[src/rtl/core/blake2s_keyed_hash_unit_assert.svh]
// Assertion macros shared by the hash unit RTL.
`ifndef BLAKE2S_KEYED_HASH_UNIT_ASSERT_SVH
`define BLAKE2S_KEYED_HASH_UNIT_ASSERT_SVH

// Assert that an implication holds at every clock edge out of reset.
`define B2S_ASSERT_IMPL(label, clk, rstn, ante, cons) \
    label: assert property (@(posedge clk) disable iff (!rstn) (ante) |-> (cons)) \
        else $error("assertion failed");

// Assert that a condition leads to another one in the next cycle.
`define B2S_ASSERT_NEXT(label, clk, rstn, ante, cons) \
    label: assert property (@(posedge clk) disable iff (!rstn) (ante) |=> (cons)) \
        else $error("assertion failed");

`endif

[src/rtl/core/b2s_pkg.sv]
// Package with the BLAKE2s constants, tables and sequencer types.
package b2s_pkg;

    typedef logic [31:0] word_t;

    localparam logic [2:0] CFG_KEY_LENGTH = 3'd0;
    localparam logic [2:0] CFG_KEY_LO     = 3'd1;
    localparam logic [2:0] CFG_KEY_MIDLO  = 3'd2;
    localparam logic [2:0] CFG_KEY_MIDHI  = 3'd3;
    localparam logic [2:0] CFG_KEY_HI     = 3'd4;

    localparam logic [31:0] PARAM_BASE = 32'h0101_0020;
    localparam logic [31:0] ALL_ONES   = 32'hFFFF_FFFF;

    typedef enum logic [4:0] {
        ST_IDLE  = 5'b00001,
        ST_INIT  = 5'b00010,
        ST_MIX   = 5'b00100,
        ST_FOLD  = 5'b01000,
        ST_OUT   = 5'b10000
    } state_t;

    function automatic word_t iv_word(input logic [2:0] i);
        word_t w;
        case (i)
            3'd0: w = 32'h6A09E667;
            3'd1: w = 32'hBB67AE85;
            3'd2: w = 32'h3C6EF372;
            3'd3: w = 32'hA54FF53A;
            3'd4: w = 32'h510E527F;
            3'd5: w = 32'h9B05688C;
            3'd6: w = 32'h1F83D9AB;
            default: w = 32'h5BE0CD19;
        endcase
        return w;
    endfunction

    // Message schedule: row r, slot s (0..15) gives the word index.
    function automatic logic [3:0] sigma(input logic [3:0] r, input logic [3:0] s);
        logic [63:0] row;
        case (r)
            4'd0: row = 64'hFEDCBA9876543210;
            4'd1: row = 64'h357B20C16DF984AE;
            4'd2: row = 64'h491763EADF250C8B;
            4'd3: row = 64'h8F04A562EBCD1397;
            4'd4: row = 64'hD386CB1EFA427509;
            4'd5: row = 64'h91EF57D438B0A6C2;
            4'd6: row = 64'hB8293670A4DEF15C;
            4'd7: row = 64'hA2684F05931CE7BD;
            4'd8: row = 64'h5A417D2C803B9EF6;
            default: row = 64'h0DC3E9BF5167482A;
        endcase
        return row[{s, 2'b00} +: 4];
    endfunction

    function automatic word_t rotr(input word_t x, input logic [4:0] n);
        return (x >> n) | (x << (6'd32 - {1'b0, n}));
    endfunction

    function automatic word_t byte_mask(input logic [5:0] n);
        word_t m;
        case (n)
            6'd0: m = 32'h0000_0000;
            6'd1: m = 32'h0000_00FF;
            6'd2: m = 32'h0000_FFFF;
            6'd3: m = 32'h00FF_FFFF;
            default: m = ALL_ONES;
        endcase
        return m;
    endfunction

endpackage

[src/rtl/core/blake2s_keyed_hash_unit.sv]
// BLAKE2s-256 keyed hash unit with a shared quarter-round datapath.
// The unit hashes a message streamed as little-endian 32-bit beats and returns the
// 32-byte digest as eight beats. One G half-step (add, xor, rotate on one column or
// diagonal) is done per cycle by a single shared unit; a compression runs the init
// state, the mix state for ten rounds and the fold state. A block is compressed
// only when the first word of the next block arrives or at the end of the message;
// other beats do not stall the input. A beat that opens a new block keeps the input
// stalled for one compression, and a last beat that opens a new block costs two
// compressions before the digest. The key registers are sampled at the first beat
// of each message. After the last beat, eight digest beats follow and the unit takes
// no input until the last of them has been accepted.
module blake2s_keyed_hash_unit
    import b2s_pkg::*;
(
    input  logic        aclk,
    input  logic        aresetn,
    input  logic        s_tvalid,
    output logic        s_tready,
    input  logic [39:0] s_tdata,   // data_word[31:0], byte_count[34:32], zero pad
    input  logic        s_tlast,   // last_item
    output logic        m_tvalid,
    input  logic        m_tready,
    output logic [39:0] m_tdata,   // digest_word[31:0], word_index[34:32], zero pad
    output logic        m_tlast,   // last_word
    input  logic        cfg_valid,
    output logic        cfg_ready,
    input  logic [2:0]  cfg_index,
    input  logic [63:0] cfg_data
);

    `include "blake2s_keyed_hash_unit_assert.svh"

    state_t      state_reg, state_next;
    logic [5:0]  klen_reg;
    logic [63:0] key_reg [4];
    word_t       h_reg [8];
    word_t       v_reg [16];
    word_t       m_reg [16];
    logic [63:0] cnt_reg;
    logic [6:0]  fill_reg;
    logic        inmsg_reg;
    logic        final_reg;      // the last beat of the message has been taken
    logic        pend_reg;       // a word waits to be written after compression
    word_t       pend_word_reg;
    logic [2:0]  pend_cnt_reg;
    logic [3:0]  round_reg;
    logic [3:0]  step_reg;       // 8 G calls x 2 halves
    logic [2:0]  idx_reg;

    // Shared G half-step datapath.
    logic [1:0]  col;
    logic [3:0]  ia, ib, ic, id;
    word_t       a0, b0, c0, d0, mx, a1, b1, c1, d1;
    logic [5:0]  klen_c;

    assign klen_c = (klen_reg > 6'd32) ? 6'd32 : klen_reg;

    always_comb begin
        col = step_reg[2:1];
        if (!step_reg[3]) begin
            ia = {2'b00, col};
            ib = {2'b01, col};
            ic = {2'b10, col};
            id = {2'b11, col};
        end else begin
            ia = {2'b00, col};
            ib = {2'b01, col + 2'd1};
            ic = {2'b10, col + 2'd2};
            id = {2'b11, col + 2'd3};
        end
        a0 = v_reg[ia];
        b0 = v_reg[ib];
        c0 = v_reg[ic];
        d0 = v_reg[id];
        mx = m_reg[sigma(round_reg, {step_reg[3:1], step_reg[0]})];
        a1 = a0 + b0 + mx;
        d1 = rotr(d0 ^ a1, step_reg[0] ? 5'd8 : 5'd16);
        c1 = c0 + d1;
        b1 = rotr(b0 ^ c1, step_reg[0] ? 5'd7 : 5'd12);
    end

    logic       s_fire, m_fire;
    logic [2:0] in_cnt;
    logic [6:0] cur_fill;
    assign s_tready  = (state_reg == ST_IDLE);
    assign s_fire    = s_tvalid && s_tready;
    assign m_fire    = m_tvalid && m_tready;
    assign cfg_ready = 1'b1;
    assign in_cnt    = (!s_tlast || s_tdata[34:32] > 3'd4) ? 3'd4 : s_tdata[34:32];
    assign cur_fill  = inmsg_reg ? fill_reg : ((klen_c != 6'd0) ? 7'd64 : 7'd0);
    assign m_tvalid  = (state_reg == ST_OUT);
    assign m_tdata   = {5'd0, idx_reg, h_reg[idx_reg]};
    assign m_tlast   = (idx_reg == 3'd7);

    always_comb begin
        state_next = state_reg;
        case (state_reg)
            ST_IDLE: if (s_fire) begin
                if (cur_fill == 7'd64 && in_cnt != 3'd0)
                    state_next = ST_INIT;
                else if (s_tlast)
                    state_next = ST_INIT;
            end
            ST_INIT: state_next = ST_MIX;
            ST_MIX:  if (round_reg == 4'd9 && step_reg == 4'd15) state_next = ST_FOLD;
            ST_FOLD: state_next = (final_reg && !pend_reg) ? ST_OUT :
                                  (pend_reg ? ST_IDLE : ST_IDLE);
            ST_OUT:  if (m_fire && idx_reg == 3'd7) state_next = ST_IDLE;
            default: state_next = ST_IDLE;
        endcase
        // A full buffer plus a last word needs a final pass afterwards.
        if (state_reg == ST_FOLD && pend_reg && final_reg) state_next = ST_INIT;
    end

    always_ff @(posedge aclk) begin
        if (!aresetn) begin
            state_reg <= ST_IDLE;
            klen_reg  <= '0;
            for (int k = 0; k < 4; k++) key_reg[k] <= '0;
            inmsg_reg <= 1'b0;
            fill_reg  <= '0;
            cnt_reg   <= '0;
            pend_reg  <= 1'b0;
            final_reg <= 1'b0;
            round_reg <= '0;
            step_reg  <= '0;
            idx_reg   <= '0;
            for (int k = 0; k < 8; k++) h_reg[k] <= '0;
            for (int k = 0; k < 16; k++) m_reg[k] <= '0;
        end else begin
            state_reg <= state_next;
            if (cfg_valid && cfg_ready) begin
                case (cfg_index)
                    CFG_KEY_LENGTH: klen_reg <= cfg_data[5:0];
                    CFG_KEY_LO:     key_reg[0] <= cfg_data;
                    CFG_KEY_MIDLO:  key_reg[1] <= cfg_data;
                    CFG_KEY_MIDHI:  key_reg[2] <= cfg_data;
                    CFG_KEY_HI:     key_reg[3] <= cfg_data;
                    default: ;
                endcase
            end
            case (state_reg)
                ST_IDLE: if (s_fire) begin
                    logic [6:0] f;
                    logic       flush;
                    word_t      din;
                    f     = cur_fill;
                    flush = (f == 7'd64) && (in_cnt != 3'd0);
                    din   = s_tdata[31:0] & byte_mask({3'd0, in_cnt});
                    if (!inmsg_reg) begin
                        for (int k = 0; k < 8; k++)
                            h_reg[k] <= iv_word(3'(k)) ^
                                ((k == 0) ? (PARAM_BASE | {18'd0, klen_c, 8'd0}) : 32'd0);
                        inmsg_reg <= 1'b1;
                    end
                    // Words past the fill point are always zero, so a new message
                    // reloads the whole buffer and a data word lands in one slot.
                    for (int k = 0; k < 16; k++) begin
                        if (!flush && in_cnt != 3'd0 && 4'(k) == f[5:2])
                            m_reg[k] <= din;
                        else if (!inmsg_reg && k < 8)
                            m_reg[k] <= key_reg[k[2:1]][{k[0], 5'd0} +: 32] &
                                byte_mask((klen_c > 6'(4*k)) ? klen_c - 6'(4*k) : 6'd0);
                        else if (!inmsg_reg)
                            m_reg[k] <= '0;
                    end
                    final_reg <= s_tlast;
                    pend_reg  <= flush;
                    if (flush) begin
                        pend_word_reg <= din;
                        pend_cnt_reg  <= in_cnt;
                    end
                    fill_reg <= flush ? f : f + 7'(in_cnt);
                    if (!inmsg_reg)
                        cnt_reg <= (s_tlast && !flush) ? 64'(f + 7'(in_cnt)) : 64'd0;
                    else if (s_tlast && !flush)
                        cnt_reg <= cnt_reg + 64'(f + 7'(in_cnt));
                end
                ST_INIT: begin
                    round_reg <= '0;
                    step_reg  <= '0;
                    if (pend_reg) cnt_reg <= cnt_reg + 64'd64;
                end
                ST_MIX: begin
                    step_reg <= step_reg + 4'd1;
                    if (step_reg == 4'd15) round_reg <= round_reg + 4'd1;
                end
                ST_FOLD: begin
                    for (int k = 0; k < 8; k++) h_reg[k] <= h_reg[k] ^ v_reg[k] ^ v_reg[k+8];
                    idx_reg <= '0;
                    if (pend_reg) begin
                        m_reg[0] <= pend_word_reg;
                        for (int k = 1; k < 16; k++) m_reg[k] <= '0;
                        fill_reg <= 7'(pend_cnt_reg);
                        pend_reg <= 1'b0;
                        if (final_reg) cnt_reg <= cnt_reg + 64'(pend_cnt_reg);
                    end else if (!final_reg) begin
                        fill_reg <= fill_reg;
                    end
                end
                ST_OUT: if (m_fire) begin
                    idx_reg <= idx_reg + 3'd1;
                    if (idx_reg == 3'd7) begin
                        inmsg_reg <= 1'b0;
                        fill_reg  <= '0;
                        final_reg <= 1'b0;
                        for (int k = 0; k < 8; k++) h_reg[k] <= '0;
                    end
                end
                default: ;
            endcase
        end
    end

    // Working vector: loaded in ST_INIT, one G half-step per ST_MIX cycle.
    always_ff @(posedge aclk) begin
        if (state_reg == ST_INIT) begin
            for (int k = 0; k < 8; k++) begin
                v_reg[k]   <= h_reg[k];
                v_reg[k+8] <= iv_word(3'(k));
            end
            v_reg[12] <= iv_word(3'd4) ^ (pend_reg ? cnt_reg[31:0] + 32'd64 : cnt_reg[31:0]);
            v_reg[13] <= iv_word(3'd5) ^ (pend_reg ? 32'((cnt_reg + 64'd64) >> 32)
                                                   : cnt_reg[63:32]);
            v_reg[14] <= iv_word(3'd6) ^ ((final_reg && !pend_reg) ? ALL_ONES : 32'd0);
        end else if (state_reg == ST_MIX) begin
            v_reg[ia] <= a1;
            v_reg[ib] <= b1;
            v_reg[ic] <= c1;
            v_reg[id] <= d1;
        end
    end

    `B2S_ASSERT_IMPL(a_no_out_when_ready, aclk, aresetn, s_tready, !m_tvalid)
    `B2S_ASSERT_NEXT(a_out_done, aclk, aresetn, m_fire && m_tlast, s_tready)
    `B2S_ASSERT_IMPL(a_fill_range, aclk, aresetn, 1'b1, fill_reg <= 7'd64)

endmodule

[config.mk]
export PLATFORM = sky130hd
export DESIGN_NAME = blake2s_keyed_hash_unit
export DESIGN_NICKNAME = d
export VERILOG_FILES = /design/src/rtl/core/b2s_pkg.sv /design/src/rtl/core/blake2s_keyed_hash_unit.sv
export VERILOG_INCLUDE_DIRS = /design/src /design/src/rtl/core
export SDC_FILE = /design/constraint.sdc
export NUM_CORES = 2
export LEC_CHECK = 0
export ABC_CLOCK_PERIOD_IN_PS = 13510
export BUFFER_PORTS_ARGS = -buffer_cell sky130_fd_sc_hd__buf_4
export CAP_MARGIN = 0
export CORE_ASPECT_RATIO = 0.9
export CORE_MARGIN = 4
export CORE_UTILIZATION = 25
export CTS_CLUSTER_DIAMETER = 50
export CTS_CLUSTER_SIZE = 10
export DETAILED_ROUTE_END_ITERATION = 12
export MAX_ROUTING_LAYER = met4
export PLACE_DENSITY_LB_ADDON = 0.25
export SLEW_MARGIN = 20
export SYNTH_ARGS = -nofsm -noshare
export SYNTH_HDL_FRONTEND = slang
export SYNTH_SLANG_ARGS = --single-unit
[constraint.sdc]
create_clock -name aclk -period 13.51 [get_ports aclk]
set_input_delay 0.6755 -clock aclk [delete_from_list [all_inputs] [get_ports aclk]]
set_output_delay 0.6755 -clock aclk [all_outputs]
set_load 0.01 [all_outputs]
Yosys cells after proc, flatten, opt, wreduce, memory -nomap -nowiden
Memories as Yosys holds them, arrays and structs flattened. A register that Yosys moved wholly into a read port is not among the register bits.
Cells that the tools add are included.
Storage, ports and cells
  register bits: 131
  RAM bits: 1536
  bits in read-only memories: 1024
  bits of input ports: 113
  output and inout bits: 44
  logic and storage cells: 747
  memories kept: 5
Cells by class
  add/sub/neg operators: 24
  order comparisons: 10
  equality and inequality tests: 70
  shift-type cells: 5
  mux-type cells: 443
  bitwise gates (word level): 113
  reduce and logical (&&, ||, !) cells: 64
Memories
  (name not given): words 16, width 64, rd ports 1, clocked after Yosys merged registers in 1, wr ports 0, line b2s_pkg.sv:41  | case (r)
  m_reg: words 16, width 32, rd ports 1, clocked after Yosys merged registers in 0, wr ports 16, line blake2s_keyed_hash_unit.sv:38  | word_t m_reg [16];
  v_reg: words 16, width 32, rd ports 20, clocked after Yosys merged registers in 1, wr ports 16, line blake2s_keyed_hash_unit.sv:37  | word_t v_reg [16];
  h_reg: words 8, width 32, rd ports 9, clocked after Yosys merged registers in 1, wr ports 8, line blake2s_keyed_hash_unit.sv:36  | word_t h_reg [8];
  key_reg: words 4, width 64, rd ports 4, clocked after Yosys merged registers in 0, wr ports 4, line blake2s_keyed_hash_unit.sv:35  | logic [63:0] key_reg [4];
Operator list (count)
  2-to-1 mux 32 bit: 165
  one-hot mux 32 bit (4 select lines): 9
  2-to-1 mux 64 bit: 11
  bitwise XOR 32 bit: 18
  AND 32 bit: 9
  2-to-1 mux 1 bit: 208
  one-hot mux 64 bit (3 select lines): 1
  OR reduction 32 bit: 4
  adder 32 bit: 3
  == test 6 x 2 -> 1 bit (second input constant): 16
  OR 1 bit: 79
  adder 64 x 3 -> 64 bit: 1
  adder 64 x 7 -> 64 bit (second input constant): 1
  adder 64 x 8 -> 64 bit: 1
  OR 32 bit: 2
  indexed part select 64 x 7 -> 4 bit: 1
  << shifter 32 x 6 -> 32 bit: 2
  2-to-1 mux 6 bit: 9
  2-to-1 mux 7 bit: 7
  == test 6 x 1 -> 1 bit (second input constant): 8
  logical NOT 6 bit: 8
  2-to-1 mux 4 bit: 10
  2-to-1 mux 5 bit: 7
  adder 32 x 7 -> 32 bit (second input constant): 1
  other kinds (64): 148

Logic depth before layout (Yosys ltp)
  depth in word-level cells: 18
  mapped depth: 43
  gate-level depth less buffers: 37

Worst setup path after synthesis
No wires, ideal clock.
  path type: reg-to-reg
  start point: register step_reg[2]
  end point: memory v_reg[7][23] (netlist name), data pin
  library setup time: 0.289 ns
  data arrival time: 9.051 ns
  required time: 13.221 ns
  setup slack: 4.170 ns
  stages on the path, launching flop included: 40
  buffers on the path: 8
  period minus slack after synthesis: 9.340 ns
  cell sequence: dfxtp_1 buf_6 buf_6 and3_1 o41ai_2 and2_1 buf_2 clkbuf_1 clkbuf_1 buf_1 nand2_1 a31oi_1 a21oi_1 a21oi_1 fa_1 ha_1 fa_1 a211oi_1 [... 4 more ...] o21ai_0 a31oi_1 xnor3_2 xor2_1 a21o_1 inv_1 ha_1 clkbuf_1 nand4_1 or3_1 o21ai_1 a21oi_1 or4_1 clkbuf_1 xor2_1 nand2_1 nand3_1 a31oi_1
RTL lines
  start: declaration: line blake2s_keyed_hash_unit.sv:47  | logic [3:0] step_reg;
  start signal: assignment: line blake2s_keyed_hash_unit.sv:185  | step_reg <= step_reg + 4'd1;
  end: declaration: line blake2s_keyed_hash_unit.sv:37

==> flow_summary.toml <==
[worst_setup_path]
crit_required_ns = 14.14
crit_fanout = 72
cp-startpoint = "step_reg[2]"
crit_type = "reg -> reg"
cp.buffers_inverters = 2
rrSetupSlack_ns = 1.03
crit_arrival_ns = 13.11
cp-end-kind = "flop"
crit_end = "v_reg[7][16]"
reg2regPathDepth = 36
slowest_stage = "and2_4"
r2r-end = "v_reg[7][16]"
worst_path_largest_cell_delay_ns = 0.89
cp-start-kind = "flop"
r2r_start = "step_reg[2]"
cp.depth = 36
crit_family = "compound AO/OA/AOI/OAI gates"
path_common_cell = "a21oi_1"

[cts]
ctsLongestPathBuffers = 4
clock_latency_ns = 0.93
cts_setup_buffers = 0
path_clk_slew_ns = 0.06
ctsResizeCount = 0
cts_tree = "yes"
cts.sinks = 1735
cts_hold_buf = 0
clk_root_buffer_cell = "clkbuf_16"
htree_levels = 4
cts_buffers = 223

[synthesis]
avgSynthCellArea_sq_um = 9.80
ys_seq_elements = 1735
synthFlopType = "edfxtp_1"
ys_seq_area_frac = 0.511
synth-edff-count = 1187
async_reset_ff_frac = 0
yosysWarnings = 0
syn_area_sq_um = 91200
ys_types = 88
synthCells = 9310

[floorplanning]
io_pins = 157
design.core.area_sq_um = 364000
dieArea_sq_um = 375000
start_util = 0.251
die_y_microns = 581
row_count = 210
die_x_microns = 645

[pwr]
p_per_area_nw_per_um2 = 196
p_comb_frac = 0.396
seqPwrFrac = 0.330
peakVddDrop_mv = 0.165
switching_share = 0.417
internal_power_uw = 12100
p_leak_uw = 0.0372
p_switching_uw = 8650
clock_power_share = 0.274

[sta]
slew_viol_final = 0
fin_crit_sh = 0.924
fin_setup_tns_ns = 0
clock_skew_ns = 0.0816
worst_pin_slew_ns = 1.21
rsz0062_at_grt = "no"
setup_viol = 0
hold_viol_final = 0
finalCriticalPeriod_ns = 12.48
slew_headroom = 0.170
fmax_mhz = 80.1

[placed_design]
gp_congestion = 0.945
numPortBuffers = 145
dp_hpwl_microns = 277000

[routing]
detail_route.wl_per_cell_microns = 28.7
drt_iter0_markers = 9102
finalWirelength_microns = 412000
drc = 0
postRouteAntennaNets = 0
drtPass1Iterations = 6
num_vias = 75700
viasPerCell = 5.28

[grt]
grt_max_degree = 124
grt_pass1_vias = 72700
antenna_found_initial = 23
grt-ovfl-total = 0
grtUsageTotal = 0.217
grt_first_pass_wirelength_microns = 571000

[layout]
fillers = 38100
drive_above_1_share = 0.122
area_growth_pct = 15.7
post-route-util = 0.290
layout_common_cells = "nand2_1 (1,490), edfxtp_1 (1,187), nor2_1 (1,016)"
final_common_cell = "nand2_1"
nets = 9562

[status]
status = "complete, no violations"

[flow_run]
maxCapViolations = 0

[hold_path]
hp-class = "in -> reg"
cells in the mapped netlist, drive strengths merged, types with 8 or more instances:
cell type	count	area (sq um)
o31ai	50	375
o211a	46	460
nor2	1035	3880
mux4	203	4570
buf	95	440
nand2b	24	150
nand3b	9	67.6
o221ai	9	78.8
ha	103	1290
o211ai	16	120
or4	11	82.6
nand2	1512	5680
xor2	328	2870
nand4	49	313
a211oi	35	268
a22oi	60	450
edfxtp	1187	35600
inv	230	863
and2	303	1900
nor4	21	131
clkbuf	569	2140
o21ai	665	3330
a31oi	203	1270
or2	19	119
o21bai	23	176
o22ai	17	106
mux2	72	811
nor3	68	340
nor3b	8	65.1
or3	34	213
mux2i	98	981
xnor2	245	2150
nor2b	14	87.6
and3	172	1080
a311oi	105	920
a21oi	777	3900
dfxtp	548	11000
o21a	20	150
fa	36	721
nand3	107	536
a21o	67	503
metrics by stage:
step	total power, uW	hold WS (ns)	worst slack [ns]	std cells	area [sq um]
finish	20700	0.0947	1.03	14400	106000
global route	21400	0.0634	0.660	14300	106000
CTS	20700	0.0184	1.33	14300	106000
detailed placement	15000	0.444	1.38	14000	98800
global placement	14900	0.438	1.36	14000	98800
floorplan	10900	0.432	4.17	9314	91300
kinds of logic after synthesis:
family	after synthesis	synth area share
and+or+nand+nor	3408	0.163
AOI/OAI and AO/OA	2181	0.142
DFF	1735	0.511
buffers and inverters	898	0.0379
xor gates and xnor gates	574	0.0553
muxes	373	0.0697
adders and majority gates	139	0.0220
other	2	0.0000823
layout make-up:
| cell class | count | area (sq um) | share of cell area |
|---|---|---|---|
| tap | 4876 | 6100 | 0.0578 |
| clock buffer | 327 | 6150 | 0.0583 |
| antenna | 15 | 37.5 | 0.000355 |
| multi-input combinational | 6681 | 41800 | 0.396 |
| sequential | 1735 | 46600 | 0.442 |
| clock inverter | 48 | 543 | 0.00514 |
| timing repair buffer | 435 | 3420 | 0.0323 |
| inverter | 234 | 885 | 0.00838 |
layer usage:
| metal | part of all wire | wire (microns) | GRT usage |
|---|---|---|---|
| met1 | 0.41 | 169000 | 0.277 |
| met2 | 0.46 | 189000 | 0.340 |
| met3 | 0.081 | 33600 | 0.0403 |
| met4 | 0.049 | 20400 | 0.0903 |
| met5 | 0 | 0 | - |
worst register-to-register path, delay by kind of cell, from the launching register on:
kind / cells / cell delay [ns]
simple gates: 4 / 1.51
fa+ha+maj: 4 / 1.61
mux: 4 / 1.28
compound gates: 18 / 4.98
buf+inv: 2 / 0.32
flops: 1 / 0.65
xor+xnor: 4 / 1.86
worst min-delay path by stage:
stage | end | depth (start not counted) | slack (ns) | start
floorplan | m_reg[15][31] | 2 | 0.43 | m_reg[15][31]
finish | key_reg[2][43] | 2 | 0.09 | cfg_data[43]
detailed placement | m_reg[15][6] | 2 | 0.44 | m_reg[15][6]
CTS | key_reg[2][43] | 2 | 0.02 | cfg_data[43]
global placement | m_reg[10][20] | 2 | 0.44 | m_reg[10][20]
global route | key_reg[0][52] | 2 | 0.06 | cfg_data[52]
power by group through the flow:
stage,combinational [uW],clock (uW),sequential [uW]
3_3_place_gp,8020,0,6930
6_report,8210,5690,6840
5_1_grt,8530,5990,6890
4_1_cts,8080,5780,6830
3_5_place_dp,8040,0,6940
2_1_floorplan,4070,0,6790
No activity file was read; power rests on OpenSTA's default activity.
